==> src/sv/kwc_pkg.sv <==
// Package for the keyword occurrence counter.
// Holds the sizing constants, operation codes and transfer payload types.
// Depends on nothing; every other file of the block imports it.
package kwc_pkg;

    localparam int NUM_KEYWORDS = 64;
    localparam int MAX_KEY_LEN  = 32;
    localparam int COUNT_WIDTH  = 16;

    localparam int BYTE_W     = 8;
    localparam int SLOT_W     = 6;
    localparam int POS_W      = 5;
    localparam int KLEN_W     = 6;
    localparam int OUT_CNT_W  = 16;

    localparam int SLOT_IDX_W = (NUM_KEYWORDS > 1) ? $clog2(NUM_KEYWORDS) : 1;
    localparam int POS_IDX_W  = (MAX_KEY_LEN > 1) ? $clog2(MAX_KEY_LEN) : 1;
    localparam int SLOT_CNT_W = $clog2(NUM_KEYWORDS + 1);
    localparam int LEN_W      = $clog2(MAX_KEY_LEN + 1);

    localparam logic [LEN_W-1:0]       LEN_MAX   = LEN_W'(MAX_KEY_LEN);
    localparam logic [COUNT_WIDTH-1:0] COUNT_MAX = '1;

    typedef enum logic [1:0] {
        OP_LOAD_BYTE = 2'd0,
        OP_SET_LEN   = 2'd1,
        OP_SCAN      = 2'd2,
        OP_END       = 2'd3
    } op_t;

    typedef struct packed {
        op_t               op;
        logic [SLOT_W-1:0] slot;
        logic [POS_W-1:0]  char_pos;
        logic [BYTE_W-1:0] byte_value;
        logic [KLEN_W-1:0] key_length;
    } req_t;

    typedef struct packed {
        logic [OUT_CNT_W-1:0] match_count;
        logic                 count_saturated;
    } rsp_t;

    typedef logic [MAX_KEY_LEN-1:0][BYTE_W-1:0] key_row_t;

    // Byte write into the keyword memory.
    typedef struct packed {
        logic                  en;
        logic [SLOT_IDX_W-1:0] slot;
        logic [POS_IDX_W-1:0]  pos;
        logic [BYTE_W-1:0]     data;
    } key_wr_t;

    // Requests to the per-slot length and gap memories.
    typedef struct packed {
        logic                  len_wr_en;
        logic [SLOT_IDX_W-1:0] len_wr_slot;
        logic [LEN_W-1:0]      len_wr_data;
        logic                  gap_wr_en;
        logic [SLOT_IDX_W-1:0] gap_wr_slot;
        logic [LEN_W-1:0]      gap_wr_data;
        logic                  gap_clear;
        logic                  rd_en;
        logic [SLOT_IDX_W-1:0] rd_slot;
    } slot_req_t;

    typedef struct packed {
        logic [LEN_W-1:0] len;
        logic [LEN_W-1:0] gap;
    } slot_rd_t;

endpackage

==> src/sv/kwc_slot_mem.sv <==
// Per-slot length and gap memories with registered reads.
// Valid bits give the reset values: length zero, gap at maximum. Depends on kwc_pkg.
module kwc_slot_mem
    import kwc_pkg::*;
(
    input  logic      clk,
    input  logic      rst_n,
    input  slot_req_t req,
    output slot_rd_t  rd
);

    logic [LEN_W-1:0] len_mem [NUM_KEYWORDS];
    logic [LEN_W-1:0] gap_mem [NUM_KEYWORDS];

    logic [NUM_KEYWORDS-1:0] len_vld_reg;
    logic [NUM_KEYWORDS-1:0] len_vld_next;
    logic [NUM_KEYWORDS-1:0] gap_vld_reg;
    logic [NUM_KEYWORDS-1:0] gap_vld_next;

    logic [LEN_W-1:0] len_q_reg;
    logic [LEN_W-1:0] gap_q_reg;
    logic             len_qv_reg;
    logic             gap_qv_reg;

    always_comb
    begin
        len_vld_next = len_vld_reg;
        gap_vld_next = gap_vld_reg;
        if (req.len_wr_en)
        begin
            len_vld_next[req.len_wr_slot] = 1'b1;
        end
        if (req.gap_clear)
        begin
            gap_vld_next = '0;
        end
        else if (req.gap_wr_en)
        begin
            gap_vld_next[req.gap_wr_slot] = 1'b1;
        end
    end

    always_ff @(posedge clk or negedge rst_n)
    begin
        if (!rst_n)
        begin
            len_vld_reg <= '0;
            gap_vld_reg <= '0;
            len_qv_reg  <= 1'b0;
            gap_qv_reg  <= 1'b0;
        end
        else
        begin
            len_vld_reg <= len_vld_next;
            gap_vld_reg <= gap_vld_next;
            if (req.rd_en)
            begin
                len_qv_reg <= len_vld_reg[req.rd_slot];
                gap_qv_reg <= gap_vld_reg[req.rd_slot];
            end
        end
    end

    always_ff @(posedge clk)
    begin
        if (req.len_wr_en)
        begin
            len_mem[req.len_wr_slot] <= req.len_wr_data;
        end
        if (req.gap_wr_en)
        begin
            gap_mem[req.gap_wr_slot] <= req.gap_wr_data;
        end
        if (req.rd_en)
        begin
            len_q_reg <= len_mem[req.rd_slot];
            gap_q_reg <= gap_mem[req.rd_slot];
        end
    end

    assign rd.len = len_qv_reg ? len_q_reg : '0;
    assign rd.gap = gap_qv_reg ? gap_q_reg : LEN_MAX;

endmodule

==> config.mk <==
export PLATFORM = sky130hd
export DESIGN_NAME = kwc_slot_mem
export DESIGN_NICKNAME = d
export VERILOG_FILES = /design/src/sv/kwc_pkg.sv /design/src/sv/kwc_slot_mem.sv
export SDC_FILE = /design/constraint.sdc
export NUM_CORES = 1
export LEC_CHECK = 0
export BUFFER_PORTS_ARGS = -buffer_cell sky130_fd_sc_hd__buf_2
export CAP_MARGIN = 40
export CORE_ASPECT_RATIO = 0.75
export CORE_UTILIZATION = 37
export DETAILED_ROUTE_END_ITERATION = 8
export PLACE_DENSITY_LB_ADDON = 0.15
export REMOVE_ABC_BUFFERS = 1
export SYNTH_ARGS = -nofsm -noshare
export SYNTH_HDL_FRONTEND = slang
export SYNTH_SLANG_ARGS = --single-unit
==> constraint.sdc <==
create_clock -name clk -period 5.2 [get_ports clk]
set_input_delay 0.26 -clock clk [delete_from_list [all_inputs] [get_ports clk]]
set_output_delay 0.26 -clock clk [all_outputs]
set_load 0.02 [all_outputs]
# Word-level counts from Yosys, hierarchy flattened
# Memories as Yosys holds them, arrays and structs flattened. A register that Yosys moved wholly into a read port is not among the register bits.
# Index checks and enable logic that the tools add are counted.
[totals] ram_bits=768 ff_bits=130 input_bits=36 elab_cells=32 out_inout_bits=12 memories=2
[memory_table] name="gap_mem" depth=64 width=6 read_ports=1 rd_ports_with_merged_regs=1 write_ports=1 line="kwc_slot_mem.sv:13" rtl="logic [LEN_W-1:0] gap_mem [NUM_KEYWORDS];"
[memory_table] name="len_mem" depth=64 width=6 read_ports=1 rd_ports_with_merged_regs=1 write_ports=1 line="kwc_slot_mem.sv:12" rtl="logic [LEN_W-1:0] len_mem [NUM_KEYWORDS];"
[op_classes] n_reduce_logical=3 order_cmp=5 n_bitwise=2 muxes=16
[ops] op="two-way mux 64 bit" n=2
[ops] op="OR 64 bit" n=2
[ops] op="less-than comparator 6 x 7 -> 1 bit (second input constant)" n=3
[ops] op="binary-select mux 1 bit (select 6 bit)" n=2
[ops] op="demux 1 bit (select 6 bit)" n=2
[ops] op=">= comparator 6 x 1 -> 1 bit (second input constant)" n=2
[ops] op="two-way mux 6 bit" n=2
[ops] op="two-way mux 1 bit" n=8
[ops] op="logical AND 1 bit" n=2
[ops] op="nonzero test 2 bit" n=1

# Longest topological paths before layout
[logic_depth] word_depth=7 ltp_mapped=10 mapped_depth_nobuf=5

# Least setup slack after synthesis
# OpenSTA, ideal clock, no wires.
[synth_timing] path_kind="in2reg" start="input req[1] (netlist name)" end="register gap_q_reg[1], read port of gap_mem (data pin)" t_arrival_ps=2103 path_buffers=3 stages=7 required_time_ps=4941 path_slack_ps=2838 cell_sequence="buf_2 > clkbuf_1 > clkbuf_1 > mux4_2 > mux4_2 > a22oi_1 > nand2_1"
[synth_lines] item="start: declaration" line="kwc_slot_mem.sv:8" rtl="input slot_req_t req,"
[synth_lines] item="end: declaration" line="kwc_slot_mem.sv:21" rtl="logic [LEN_W-1:0] gap_q_reg;"

==> flow_metrics.tcl <==
set metrics [dict create \
    status "complete, no violations" \
    syn_to_final_growth_pct 15.00 \
    ant_nets 0 \
    synth.avg_cell_area_um2 20.19 \
    cts_made_buffers 93 \
    viasPerCell 5.403 \
    wire_per_inst_um 27.41 \
    hold_end "len_mem[43][1]$_DFFE_PP_" \
    r2r-end "len_q_reg[2]$_DFFE_PP_" \
    post-route-util_pct 42.93 \
    clock_skew_ns 0.02105 \
    fmax_mhz 371.3 \
    cts_setup_buffers 0 \
    hold_viol 0 \
    cts_buffer_depth 3 \
    worstSetupPathType "in -> reg" \
    synthCells 1762 \
    first_global_vias 18180 \
    drv_slew 0 \
    use_met2_pct 27.15 \
    die_width_um 360.0 \
    cp_data_arrival_time_ns 3.05 \
    design_area_um2 40900 \
    core-area_um2 95270 \
    cellLeakagePower_uw 0.01367 \
    synth_edf_count 780 \
    drt-total-wl_um 88620 \
    r2r_slack_ns 2.81 \
    ctsResizeCount 0 \
    hold_slack_ns 0.04397 \
    cp-end-kind "flip-flop" \
    min_period_over_period_pct 51.79 \
    yosys-top-cells-area "edfxtp_1 66%, mux4_2 17%, dfrtp_1 9.1%" \
    path_buf_inv 2 \
    p_total_uw 15790 \
    dp.final_hpwl_um 57240 \
    r2r_start "len_mem[10][2]$_DFFE_PP_" \
    setup_viol 0 \
    met3_usage_pct 3.045 \
    io_pins 48 \
    numPortBuffers 47 \
    path_clk_slew_ns 0.06 \
    firstDrtPassIters 5 \
    p_per_area_nw_per_um2 386.1 \
    drc 0 \
    fin_tns_setup_ns 0 \
    grt_pass1_wl_um 130200 \
    max_stage_delay_ns 0.60 \
    grt.busiest_layer "met1" \
    hold_start "req[22]" \
    cp_top_family "multiplexers" \
    yosysTopAreaCellShare_pct 65.86 \
    drive_above_1_share_pct 31.16 \
    htreeDepth 3 \
    die_area_um2 97380 \
    num_antenna_cells 0 \
    start_util_pct 37.33 \
    hold_path_class "in -> reg" \
    top_regs "gap_mem (384), len_mem (384)" \
    grt_usage_pct 18.42 \
    synth_common_cells "780 x edfxtp_1, 264 x mux4_2, 263 x nor2_1" \
    cts_tree "yes" \
    fin_crit_ns 2.693 \
    worst_ep_required_time_ns 5.56 \
    async_flop_share_pct 14.29 \
    whs_path_depth 1 \
    place_area_um2 37840 \
    timing.max_cap.violations 0 \
    yosys.area.top_type "edfxtp_1" \
    cp_slowest_cell "mux4_2" \
    ys.flop_type "edfxtp_1" \
    synth.most_common_cell "edfxtp_1" \
    crit_path_start_kind "input pin" \
    crit_top_cell "mux4_2" \
    rows 98 \
    relSlewSlack_pct 40.64 \
    grt_max_degree 79 \
    path_max_fanout 55 \
    reg2reg_depth 5 \
    rsz0062_at_grt "no" \
    detail_route.iter0.violations 1767 \
    gp_congestion 0.7709 \
    path_cells "buf_8, buf_12, mux4_2, mux4_2, nor2b_1, a211oi_1, a21oi_1" \
    overflow 0 \
    grtUsageMet1_pct 28.43 \
    fin_nets 1944 \
    cts_num_sinks 910 \
    fill_cells 8137 \
    ys_seq_area_share_pct 75.00 \
    antenna_found_initial 0 \
    max_slew.worst_pin.slew_ns 0.8872 \
    synth_area_um2 35570 \
    ir_drop_mv 0.2547 \
    synth_seq_cells 910 \
    synthDistinctLibCells 32 \
    vias 17470 \
    cts-root-buf "clkbuf_16" \
    synth_warnings 0 \
    clock_latency_ns 0.64 \
    fp.dieH_um 270.5 \
]
==> metrics by stage <==
step           cells  setup WS [ns]
2_1_floorplan   1672          3.331
3_3_place_gp    2996          1.685
3_5_place_dp    3062          1.784
4_1_cts         3233          2.467
5_1_grt         3233          2.330
6_report        3233          2.507
==> report_power, final <==
part | internal, uW | switching (uW) | total, uW
sequential | 8080 | 64.6 | 8150
clock | 3900 | 2800 | 6700
combinational | 400 | 537 | 936
==> layer usage <==
layer / part of all wire [%] / vias up
li1: - / 7368
met1: 48 / 9459
met2: 45 / 521
met3: 5.3 / 121
met4: 2.1 / 0
met5: 0 / -
==> cell usage in the layout, fill, tap and decap left out, drive strengths merged, types with 9 or more instances in the layout <==
cell type	n
dfrtp	130
mux2i	10
nand3	12
bufinv	9
a211oi	10
clkbuf	117
clkinv	39
mux4	264
nor2	263
nand2	27
or2	65
buf	139
a22oi	20
and2	12
edfxtp	780
nor2b	27
==> area by class of cell <==
| type | instances | area (um2) | area share, % |
|---|---|---|---|
| flip-flops and latches | 910 | 26680 | 65.22 |
| multi-input cells | 762 | 8456 | 20.67 |
| clock buffers | 116 | 2529 | 6.183 |
| well taps | 1250 | 1564 | 3.824 |
| repair buffers | 141 | 1152 | 2.817 |
| clock inverters | 54 | 524.3 | 1.282 |
==> how the worst max path moves through the flow <==
stage	slack [ns]	depth (start not counted)	start	endpoint
floorplan	3.33	5	gap_mem[15][0]$_DFFE_PP_	gap_q_reg[0]$_DFFE_PP_
global placement	1.69	7	req[1]	gap_q_reg[4]$_DFFE_PP_
detailed placement	1.78	7	req[0]	gap_q_reg[0]$_DFFE_PP_
CTS	2.47	6	req[0]	len_q_reg[5]$_DFFE_PP_
global route	2.33	6	req[0]	gap_q_reg[5]$_DFFE_PP_
finish	2.51	7	req[0]	len_q_reg[2]$_DFFE_PP_
==> kinds of logic (layout without fill, tap and decap cells) <==
family,after synthesis,after routing,synth area share [%]
AOI/OAI and AO/OA,52,52,1.055
buffers and inverters,90,311,1.231
DFF,910,910,75.00
muxes,280,280,17.19
and+or+nand+nor,430,430,5.523
==> worst reg2reg max path: cells and delay by family, from the launching register on <==
family,cells,cell delay [ns]
muxes,2,0.99
AOI/OAI and AO/OA,2,0.62
DFF,1,0.35
and+or+nand+nor,1,0.15
==> repair_timing <==
item / 4_1_cts / 5_1_grt
endpoints found under the setup margin: 0 / 0
endpoints found under the hold margin: 64 / 0
hold buffers: 1 / 0
(Power assumes the default switching activity.)
